## src/hdl/assert_macros.svh

```systemverilog
// Assertion helpers shared by the RTL, clocked on clk and muted in reset
`ifndef ASSERT_MACROS_SVH
`define ASSERT_MACROS_SVH

// a |-> b on the same edge
`define ASSERT_IMPL(name, ante, cons, msg) \
	name: assert property (@(posedge clk) disable iff (!arst_n) (ante) |-> (cons)) \
		else $error(msg);

// a |=> b on the next edge
`define ASSERT_NEXT(name, ante, cons, msg) \
	name: assert property (@(posedge clk) disable iff (!arst_n) (ante) |=> (cons)) \
		else $error(msg);

`endif

```

## src/hdl/irdq_pkg.sv

```systemverilog
package irdq_pkg;

	// microseconds to nanoseconds
	localparam logic [9:0] US_TO_NS = 10'd1000;

	// register reset values
	localparam logic [15:0] QUANTUM_RESET = 16'd17067;
	localparam logic [15:0] LIMIT_RESET   = 16'd4608;

	// quotient bits produced by the serial divider
	localparam int DIV_STEPS = 32;
	localparam int DIV_CNT_W = $clog2(DIV_STEPS + 1);

	// configuration register index
	localparam int CFG_IDX_W = 1;
	typedef enum logic [CFG_IDX_W-1:0] {
		CFG_QUANTUM_NS  = 1'b0,
		CFG_FRAME_LIMIT = 1'b1
	} irdq_cfg_idx_t;

	// sequencer states
	typedef enum logic [2:0] {
		S_IDLE,
		S_CHECK,
		S_ROUND,
		S_DIV,
		S_CLAMP,
		S_MUL,
		S_RESID
	} irdq_state_t;

	// divider request and response
	typedef struct packed {
		logic        start;
		logic [31:0] dividend;
		logic [15:0] divisor;
	} irdq_div_req_t;

	typedef struct packed {
		logic        done;
		logic [31:0] quotient;
	} irdq_div_rsp_t;

endpackage

```

## src/hdl/irdq_div.sv

```systemverilog
`include "assert_macros.svh"

// Restoring divider, one quotient bit per cycle
module irdq_div import irdq_pkg::*; (
	input  logic          clk,
	input  logic          arst_n,
	input  irdq_div_req_t req,
	output irdq_div_rsp_t rsp
);

	logic                 busy_q;
	logic                 done_q;
	logic [DIV_CNT_W-1:0] cnt_q;
	logic [15:0]          rem_q;
	logic [31:0]          quo_q;
	logic [15:0]          div_q;

	logic [16:0] trial;
	logic        ge;
	logic [16:0] diff;

	// one shift-subtract step
	always_comb begin
		trial = {rem_q, quo_q[31]};
		ge    = trial >= {1'b0, div_q};
		diff  = trial - {1'b0, div_q};
	end

	// control
	always_ff @(posedge clk or negedge arst_n) begin
		if (!arst_n) begin
			busy_q <= 1'b0;
			done_q <= 1'b0;
			cnt_q  <= '0;
		end else begin
			done_q <= 1'b0;
			if (req.start) begin
				busy_q <= 1'b1;
				cnt_q  <= DIV_CNT_W'(DIV_STEPS);
			end else if (busy_q) begin
				cnt_q <= cnt_q - 1'b1;
				if (cnt_q == DIV_CNT_W'(1)) begin
					busy_q <= 1'b0;
					done_q <= 1'b1;
				end
			end
		end
	end

	// datapath: quotient bits shift in where dividend bits shift out
	always_ff @(posedge clk) begin
		if (req.start) begin
			rem_q <= '0;
			quo_q <= req.dividend;
			div_q <= req.divisor;
		end else if (busy_q) begin
			rem_q <= ge ? diff[15:0] : trial[15:0];
			quo_q <= {quo_q[30:0], ge};
		end
	end

	assign rsp.done     = done_q;
	assign rsp.quotient = quo_q;

	`ASSERT_IMPL(a_no_restart, req.start, !busy_q, "divider started while busy")
	`ASSERT_NEXT(a_done_pulse, done_q, !done_q && !busy_q, "divider done not a single pulse")

endmodule

```

## src/hdl/ir_duration_quantizer_core.sv

```systemverilog
// Sequence: check, round, 32 divider steps, done, clamp, multiply and residual
//   update lie between request accept and result valid; the residual update
//   waits while the output stalls. A new request is taken only in idle; a request
//   into a full frame goes back to idle from check with no result. The output
//   register lets the next request enter while a result waits.
// Reset: clears frame state and output valid, loads register defaults.
`include "assert_macros.svh"

module ir_duration_quantizer_core import irdq_pkg::*; (
	input  logic                 clk,
	input  logic                 arst_n,
	// configuration
	input  logic                 cfg_we,
	input  logic [CFG_IDX_W-1:0] cfg_index,
	input  logic [15:0]          cfg_wdata,
	// input channel
	input  logic                 in_valid,
	output logic                 in_stall,
	input  logic [15:0]          duration_us,
	input  logic                 first_of_frame,
	input  logic                 last_of_frame,
	// output channel
	output logic                 out_valid,
	input  logic                 out_stall,
	output logic                 level,
	output logic [15:0]          quanta_count,
	output logic [15:0]          start_offset,
	output logic                 truncated,
	output logic                 frame_end
);

	irdq_state_t state_q, next_state;

	logic [15:0] quantum_q, limit_q;

	// frame state
	logic [31:0] residual_q;
	logic        space_q;
	logic [15:0] used_q;
	logic        full_q;

	// request and work registers
	logic [15:0] dur_q;
	logic        last_q;
	logic [32:0] want_q;
	logic [15:0] cnt_q;
	logic        clamp_q;
	logic [31:0] prod_q;

	logic        out_valid_q;

	irdq_div_req_t div_req;
	irdq_div_rsp_t div_rsp;

	logic        in_acc;
	logic        out_free;
	logic        skip;
	logic        commit;
	logic [15:0] q_eff;
	logic [25:0] dur_ns;
	logic [32:0] want_d;
	logic [32:0] num_d;
	logic        num_pos;
	logic [15:0] room;
	logic [31:0] cnt_min;
	logic        clamp_d;
	logic [15:0] cnt_d;
	logic [31:0] prod_d;
	logic [33:0] res_diff;
	logic [31:0] res_sat;
	logic [16:0] used_sum;

	irdq_div u_div (
		.clk    (clk),
		.arst_n (arst_n),
		.req    (div_req),
		.rsp    (div_rsp)
	);

	// arithmetic
	always_comb begin
		q_eff    = (quantum_q == '0) ? 16'd1 : quantum_q;
		dur_ns   = 26'(dur_q) * 26'(US_TO_NS);
		want_d   = {residual_q[31], residual_q} + {7'b0, dur_ns};
		num_d    = want_q + {18'b0, q_eff[15:1]};
		num_pos  = !num_d[32] && (num_d != '0);
		room     = limit_q - used_q;
		cnt_min  = (div_rsp.quotient == '0) ? 32'd1 : div_rsp.quotient;
		clamp_d  = cnt_min > {16'b0, room};
		cnt_d    = clamp_d ? room : cnt_min[15:0];
		prod_d   = {16'b0, cnt_q} * {16'b0, q_eff};
		res_diff = {want_q[32], want_q} - {2'b0, prod_q};
		if (res_diff[33:31] == 3'b000 || res_diff[33:31] == 3'b111) begin
			res_sat = res_diff[31:0];
		end else if (res_diff[33]) begin
			res_sat = 32'h8000_0000;
		end else begin
			res_sat = 32'h7FFF_FFFF;
		end
		used_sum = {1'b0, used_q} + {1'b0, cnt_q};
	end

	// next state
	always_comb begin
		next_state = state_q;
		case (state_q)
			S_IDLE: begin
				if (in_valid) next_state = S_CHECK;
			end
			S_CHECK: begin
				next_state = (full_q || used_q >= limit_q) ? S_IDLE : S_ROUND;
			end
			S_ROUND: next_state = S_DIV;
			S_DIV: begin
				if (div_rsp.done) next_state = S_CLAMP;
			end
			S_CLAMP: next_state = S_MUL;
			S_MUL:   next_state = S_RESID;
			S_RESID: begin
				if (out_free) next_state = S_IDLE;
			end
			default: next_state = S_IDLE;
		endcase
	end

	// sequencer outputs
	always_comb begin
		in_stall         = (state_q != S_IDLE);
		in_acc           = in_valid && !in_stall;
		out_free         = !out_valid_q || !out_stall;
		skip             = (state_q == S_CHECK) && (full_q || used_q >= limit_q);
		commit           = (state_q == S_RESID) && out_free;
		div_req.start    = (state_q == S_ROUND);
		div_req.dividend = num_pos ? num_d[31:0] : '0;
		div_req.divisor  = q_eff;
	end

	// state register
	always_ff @(posedge clk or negedge arst_n) begin
		if (!arst_n) state_q <= S_IDLE;
		else state_q <= next_state;
	end

	// configuration registers
	always_ff @(posedge clk or negedge arst_n) begin
		if (!arst_n) begin
			quantum_q <= QUANTUM_RESET;
			limit_q   <= LIMIT_RESET;
		end else if (cfg_we) begin
			case (irdq_cfg_idx_t'(cfg_index))
				CFG_QUANTUM_NS:  quantum_q <= cfg_wdata;
				CFG_FRAME_LIMIT: limit_q   <= cfg_wdata;
				default: ;
			endcase
		end
	end

	// frame state: cleared on frame start, marked full on a skipped request, updated when a run commits
	always_ff @(posedge clk or negedge arst_n) begin
		if (!arst_n) begin
			residual_q <= '0;
			space_q    <= 1'b0;
			used_q     <= '0;
			full_q     <= 1'b0;
		end else if (in_acc && first_of_frame) begin
			residual_q <= '0;
			space_q    <= 1'b0;
			used_q     <= '0;
			full_q     <= 1'b0;
		end else if (skip) begin
			full_q <= 1'b1;
		end else if (commit) begin
			residual_q <= res_sat;
			space_q    <= !space_q;
			used_q     <= used_sum[15:0];
			full_q     <= (used_sum[15:0] >= limit_q);
		end
	end

	// work registers
	always_ff @(posedge clk) begin
		if (in_acc) begin
			dur_q  <= duration_us;
			last_q <= last_of_frame;
		end
		if (state_q == S_CHECK) want_q <= want_d;
		if (state_q == S_CLAMP) begin
			cnt_q   <= cnt_d;
			clamp_q <= clamp_d;
		end
		if (state_q == S_MUL) prod_q <= prod_d;
	end

	// output register
	always_ff @(posedge clk or negedge arst_n) begin
		if (!arst_n) out_valid_q <= 1'b0;
		else if (commit) out_valid_q <= 1'b1;
		else if (!out_stall) out_valid_q <= 1'b0;
	end

	always_ff @(posedge clk) begin
		if (commit) begin
			level        <= !space_q;
			quanta_count <= cnt_q;
			start_offset <= used_q;
			truncated    <= clamp_q;
			frame_end    <= last_q;
		end
	end

	assign out_valid = out_valid_q;

	`ASSERT_NEXT(a_accept_check, in_acc, state_q == S_CHECK, "accepted request did not reach check")
	`ASSERT_IMPL(a_done_in_div, div_rsp.done, state_q == S_DIV, "divider done outside divide state")
	`ASSERT_NEXT(a_result_nonzero, commit, out_valid_q && quanta_count != '0, "result lost or empty")

endmodule
```

## config.mk

```make
export PLATFORM = sky130hd
export DESIGN_NAME = ir_duration_quantizer_core
export DESIGN_NICKNAME = d
export VERILOG_FILES = /design/src/hdl/irdq_pkg.sv /design/src/hdl/irdq_div.sv /design/src/hdl/ir_duration_quantizer_core.sv
export VERILOG_INCLUDE_DIRS = /design/src /design/src/hdl
export SDC_FILE = /design/constraint.sdc
export NUM_CORES = 1
export LEC_CHECK = 0
export ABC_AREA = 1
export BUFFER_PORTS_ARGS = -buffer_cell sky130_fd_sc_hd__buf_2
export CAP_MARGIN = 0
export CORE_MARGIN = 4
export CORE_UTILIZATION = 50
export CTS_BUF_LIST = sky130_fd_sc_hd__clkbuf_4 sky130_fd_sc_hd__clkbuf_8
export DETAILED_ROUTE_END_ITERATION = 10
export GPL_TIMING_DRIVEN = 0
export PLACE_DENSITY = 0.65
export SYNTH_ARGS = -nofsm -noshare
export SYNTH_HDL_FRONTEND = slang
export SYNTH_SLANG_ARGS = --single-unit
```

## constraint.sdc

```tcl
create_clock -name clk -period 15.94 [get_ports clk]
set_clock_uncertainty 0.2 [all_clocks]
set_input_delay 1.594 -clock clk [delete_from_list [all_inputs] [get_ports clk]]
set_output_delay 1.594 -clock clk [all_outputs]
set_load 0.03 [all_outputs]
```

==> impl_metrics.yaml, run 1 <==
clocking:
  postCtsHoldBufs: 0
  cts_buffers: 53
  cts.sinks: 292
  clk_path_buf_depth: 3
  clk_pin_slew_ns: 0.06
  post_cts_resized: 0
  cts_tree: "built"
  clkLatencyLatePin_ns: 0.65
  htreeDepth: 2
  root_buffer: "clkbuf_8"
  post_cts_buffers: 0
routing:
  vias: 25000
  via_per_inst: 5.22
  wire_per_inst_um: 17.3
  drt_iter0_drc: 1893
  drtAntennaViolNets: 0
  drc: 0
  wirelength_mm: 83.0
  dr.pass1.iters: 5
global_routing:
  grtUsageTotal_pct: 25.4
  grt_max_degree: 65
  grt_antenna_before_repair: 2
  grt_pass1_wl_mm: 132
  grt_pass1_vias: 24900
  grt_overflow: 0
cells_and_area:
  final_core_util_pct: 55.2
  synthToLayoutAreaGrowth_pct: 9.11
  drive_above_1_share_pct: 7.02
  nNetsFinal: 4571
min_path:
  hold_start: "last_q"
  hp-class: "reg2reg"
sta:
  tns_ns: 0
  setup_viol: 0
  slew_headroom_pct: 36.2
  worst_pin_slew_ns: 0.954
  fin_crit_sh_pct: 46.3
  rsz0062_at_grt: "false"
  finalMaxSlewViolations: 0
  fmax_mhz: 135
  hold_viol: 0
  min_period_ns: 7.38
critical_path:
  path_buf_inv: 6
  arrival_ns: 7.56
  max_stage_delay_ns: 0.63
  timing.rr.start: "cnt_q[9]"
  cpLargestDelayFamily: "adder cells"
  required_ns: 16.11
  cp-start-kind: "flip-flop"
  path_cells: "clkbuf_1 > clkbuf_1 > nand2_1 > fa_1 > fa_1 > fa_1 > fa_1 > inv_1 > fa_1 > inv_1 > fa_1 > inv_1 > ha_1 > nand2_1 > nor2_1 > inv_1 > o21ai_0 > a21oi_1 > o21bai_1 > a21oi_1 > xnor2_1"
  setup.worst_path.start: "cnt_q[9]"
  worst_setup_path_end_kind: "flip-flop"
  cp_slowest_cell: "clkbuf_1"
  critPathKind: "reg2reg"
  critPathMostFrequentCell: "fa_1"
  path_max_fanout: 10
synthesis:
  syn_inst: 3834
  yosysTopAreaCell: "edfxtp_1"
  ys.flop_type: "edfxtp_1"
  yosysWarnings: 0
  synth_edf_count: 182
  yosysUniqueCellTypes: 54
  synth_area_leaders: "edfxtp_1 18%, fa_1 17%, ha_1 13%"
  yosys-top-cells-count: "995 x nand2_1, 769 x inv_1, 307 x ha_1, 254 x fa_1, 211 x a21oi_1"
  synth_area_sq_mm: 0.0306
  synth_top_area_share_pct: 17.9
  synthArstFlopShare_pct: 32.2
  yosysMostFrequentCell: "nand2_1"
  ys_seq_area_share_pct: 26.6
  synth_nets: 4435
  ys_seq_elements: 292
  synth.avg_cell_area_sq_um: 7.98
die:
  die_h_um: 255
  initial_core_util_pct: 50.6
  die-width_um: 255
  die_area_sq_mm: 0.0652
  core_area_sq_mm: 0.0605
  row_count: 90
  io_pins: 77
placement:
  hpwl_mm: 66.6
  gp_congestion: 0.944
  numPortBuffers: 76
outcome:
  status: "complete, no violations"
run:
  cap_violations: 0
[per-layer routing]
layer  routed length, um  part of all wire (%)  global-route usage [%]  up-vias
li1                    -                     -                       -    12300
met1               36500                    44                    34.8    11800
met4                2950                   3.6                    8.20        2
met3                5730                   6.9                    4.32      167
met2               37800                    45                    41.4      792
met5                  96                  0.12                    1.10        -
[cells by family (layout without fill, tap and decap cells)]
| logic type | Yosys count | in the layout | synth area share (%) |
|---|---|---|---|
| other cells | 0 | 1 | 0 |
| fa+ha+maj | 561 | 561 | 29.2 |
| buf+inv | 905 | 1086 | 11.4 |
| flops | 292 | 292 | 26.6 |
| simple gates | 1440 | 1440 | 19.7 |
| compound gates | 485 | 485 | 8.73 |
| xor+xnor | 151 | 151 | 4.32 |
[layout make-up]
cell class	instances	area, sq um
Fill cell	5711	27100
Multi-Input combinational cell	2637	19000
Sequential cell	292	8150
Inverter	775	2910
Tap cell	782	978
Clock buffer	75	963
Buffer	130	568
Timing Repair Buffer	81	493
Clock inverter	25	324
Antenna cell	1	2.50
[registers in the layout (all words and copies together) (netlist names), 3 cells and up]
register	count
want_q	33
prod_q	32
residual_q	32
u_div.quo_q	32
cnt_q	16
dur_q	16
limit_q	16
quanta_count	16
quantum_q	16
start_offset	16
u_div.div_q	16
u_div.rem_q	16
used_q	16
u_div.cnt_q	6
state_q	3
[through the flow]
step | instances | hold slack [ns] | cell area, sq um | worst slack, ns
after global routing | 4798 | 0.238 | 33400 | 8.27
after detailed placement | 4697 | 0.216 | 32100 | 8.72
after global placement | 4692 | 0.211 | 31900 | 8.75
after floorplan | 3834 | 0.200 | 30600 | 9.77
after CTS | 4797 | 0.230 | 33400 | 8.65
final | 4798 | 0.231 | 33400 | 8.56
[worst register-to-register path: cells and delay by family, from the launching register on]
kind,cells,cell delay (ns)
adders and majority gates,7,3.47
xor gates and xnor gates,1,0.15
and+or+nand+nor,3,0.38
AOI/OAI and AO/OA,4,1.05
DFF,1,0.57
buffers and inverters,6,1.31
[cell usage in the layout, fill, tap and decap left out, types with 6 or more instances in the layout]
| cell | instances |
|---|---|
| nand2_1 | 994 |
| inv_1 | 769 |
| ha_1 | 307 |
| fa_1 | 254 |
| a21oi_1 | 211 |
| edfxtp_1 | 182 |
| nor2_1 | 180 |
| o21ai_0 | 168 |
| nand3_1 | 106 |
| xor2_1 | 102 |
| clkbuf_1 | 100 |
| dfrtp_1 | 85 |
| buf_2 | 81 |
| clkbuf_8 | 64 |
| xnor2_1 | 49 |
| nor3_1 | 35 |
| nand3_2 | 31 |
| nand4_1 | 28 |
| o211ai_1 | 17 |
| nor4_1 | 16 |
| o21bai_1 | 16 |
| dfxtp_1 | 16 |
| buf_1 | 14 |
| a31oi_1 | 13 |
| nand2_2 | 13 |
| nor2_2 | 11 |
| clkbuf_4 | 11 |
| clkinv_2 | 11 |
| a21o_1 | 10 |
| nand3b_1 | 10 |
| o21ai_2 | 10 |
| dfstp_2 | 9 |
| o21a_1 | 8 |
| o21ai_1 | 8 |
| bufinv_16 | 7 |
| buf_6 | 6 |
| o22ai_1 | 6 |
[final timing paths]
check / slack [ns] / endpoint / cells after the start
setup / recovery: 8.56 / prod_q[24] / 21
hold / removal: 0.23 / frame_end / 0
setup reg to reg: 8.56 / prod_q[24] / 21
hold reg to reg: 0.23 / frame_end / 0
max in group asynchronous: 14.09 / u_div.cnt_q[1] / 2
min in group asynchronous: 0.70 / residual_q[30] / 1
Power of run 1 is not shown: default switching activity piles up to over one toggle a cycle in this logic, so the estimate is an artifact.
==> inputs of run 2 (changes only) <==
clock period = 7 ns   (was 15.94 ns; I/O delays follow)
==> run 2 against run 1 <==
Core utilization rose by 0.26 points; wire length fell by 0.12%; sequential cell count did not move; via count barely moved; global-route usage rose by 0.057 points; register-to-register slack got worse by 8.4 ns; count of clock-buffer cells in the layout did not move; non-clock buffer count rose by 1.
==> impl_metrics.yaml, run 2 (synthesis gave the netlist of run 1 again) <==
outcome:
  status: "complete, no violations"
global_routing:
  grt_antenna_before_repair: 1
  use_met2_pct: 41.4
  met1_usage_pct: 34.9
  busiest_layer: "met2"
  grt_overflow: 0
  grt_max_degree: 65
  grtUsageTotal_pct: 25.5
  grt_pass1_vias: 25000
  met3_usage_pct: 4.35
  grt_pass1_wl_mm: 133
critical_path:
  arrival_ns: 7.01
  timing.rr.start: "quantum_q[2]"
  worst_setup_path_end_kind: "flip-flop"
  cp-start-kind: "flip-flop"
  setup.worst_path.start: "quantum_q[2]"
  rr_worst_depth: 21
  reg2reg_slack_ns: 0.15
  timing.rr.end: "prod_q[26]"
  worstSetupEndpoint: "prod_q[26]"
  path_max_fanout: 10
  required_ns: 7.16
  critPathKind: "reg2reg"
cells_and_area:
  final_common_cell: "nand2_1"
  synthToLayoutAreaGrowth_pct: 9.64
  fillers: 5706
  largest_register_ffs: 33
  final_cells: 4799
  drive_above_1_share_pct: 8.07
  nNetsFinal: 4572
  final_cell_mix: "994 x nand2_1, 769 x inv_1, 307 x ha_1"
  multi_input_area_sq_mm: 0.0190
  regArea_sq_mm: 0.00815
  top_register: "want_q"
routing:
  dr.pass1.iters: 7
  vias: 25000
  wirelength_mm: 82.9
  wire_per_inst_um: 17.3
  drt_iter0_drc: 1787
  via_per_inst: 5.22
  drtAntennaViolNets: 0
  drc: 0
placement:
  hpwl_mm: 66.6
  gp_congestion: 0.944
  dp.cells: 4697
  numPortBuffers: 76
die:
  row_count: 90
  die_h_um: 255
  core_area_sq_mm: 0.0605
  io_pins: 77
  initial_core_util_pct: 50.6
  die_area_sq_mm: 0.0652
  die-width_um: 255
sta:
  setup_viol: 0
  tns_ns: 0
  min_period_ns: 6.85
  rsz0062_at_grt: "true"
  finalMaxSlewViolations: 0
  fmax_mhz: 146
  worst_pin_slew_ns: 0.949
  slew_headroom_pct: 36.6
  fin_crit_sh_pct: 97.8
  hold_ws_ns: 0.0574
  hold_viol: 0
clocking:
  htreeDepth: 2
  cts.sinks: 292
  cts_tree: "built"
  clkLatencyLatePin_ns: 0.65
  cts_buffers: 53
  clk_pin_slew_ns: 0.06
  clk_path_buf_depth: 3
  root_buffer: "clkbuf_8"
run:
  cap_violations: 0
min_path:
  hp-class: "in2reg"
[run 2: cell types whose count changed in the layout (fill, tap and decap cells not counted), sizes merged]
cell / previous run / this run
dlygate4sd3: 0 / 15
clkbuf: 175 / 160
buf: 111 / 112
[run 2: area by class of cell]
class / count / share of cell area (%)
antenna: 1 / 0.00746
buffer: 114 / 1.65
clock buffer: 75 / 2.87
clock inverter: 25 / 0.966
inverter: 775 / 8.68
multi-input combinational: 2637 / 56.6
sequential: 292 / 24.3
tap: 782 / 2.92
timing repair buffer: 98 / 1.96
[run 2: critical path, cell delays in order (launching register included)]
cell	delay, ns
dfrtp_1	0.69
buf_1	0.54
nand2_1	0.16
fa_1	0.51
fa_1	0.58
fa_1	0.45
fa_1	0.49
inv_1	0.05
fa_1	0.53
inv_1	0.06
fa_1	0.54
inv_1	0.04
ha_1	0.36
a21oi_1	0.22
o21ai_0	0.10
a21oi_1	0.24
inv_1	0.08
nand2_1	0.06
nand2_1	0.09
a21oi_1	0.26
o21ai_0	0.15
xor2_1	0.15
[run 2: layer usage]
metal,part of all wire [%],vias to the layer above
li1,-,12300
met1,44,11800
met2,46,786
met3,7.0,155
met4,3.4,0
met5,0,-
[run 2: metrics by stage]
stage / worst slack, ns / utilization [%] / area [sq um]
after floorplan: 0.830 / - / 30600
after global placement: -0.190 / 52.8 / 31900
after detailed placement: -0.224 / 53.0 / 32100
after CTS: 0.00131 / 55.4 / 33500
after global routing: -0.129 / 55.5 / 33500
final: 0.154 / 55.5 / 33500
[run 2: worst min-delay path by stage]
stage,startpoint,endpoint,slack [ns],cells past startpoint
detailed placement,last_q,frame_end,0.22,0
global placement,last_q,frame_end,0.21,0
finish,duration_us[2],dur_q[2],0.06,1
global route,duration_us[2],dur_q[2],0.003,1
floorplan,arst_n,full_q,0.20,0
CTS,duration_us[2],dur_q[2],0.002,1
[run 2: what timing repair did]
action	CTS	global route
gates cloned	0	0
endpoints found under the setup margin	6	14
endpoints found under the hold margin	44	0
hold buffers	15	0
resized for setup	19	41
setup buffers	0	2
Power of run 2 is left out for the same reason.
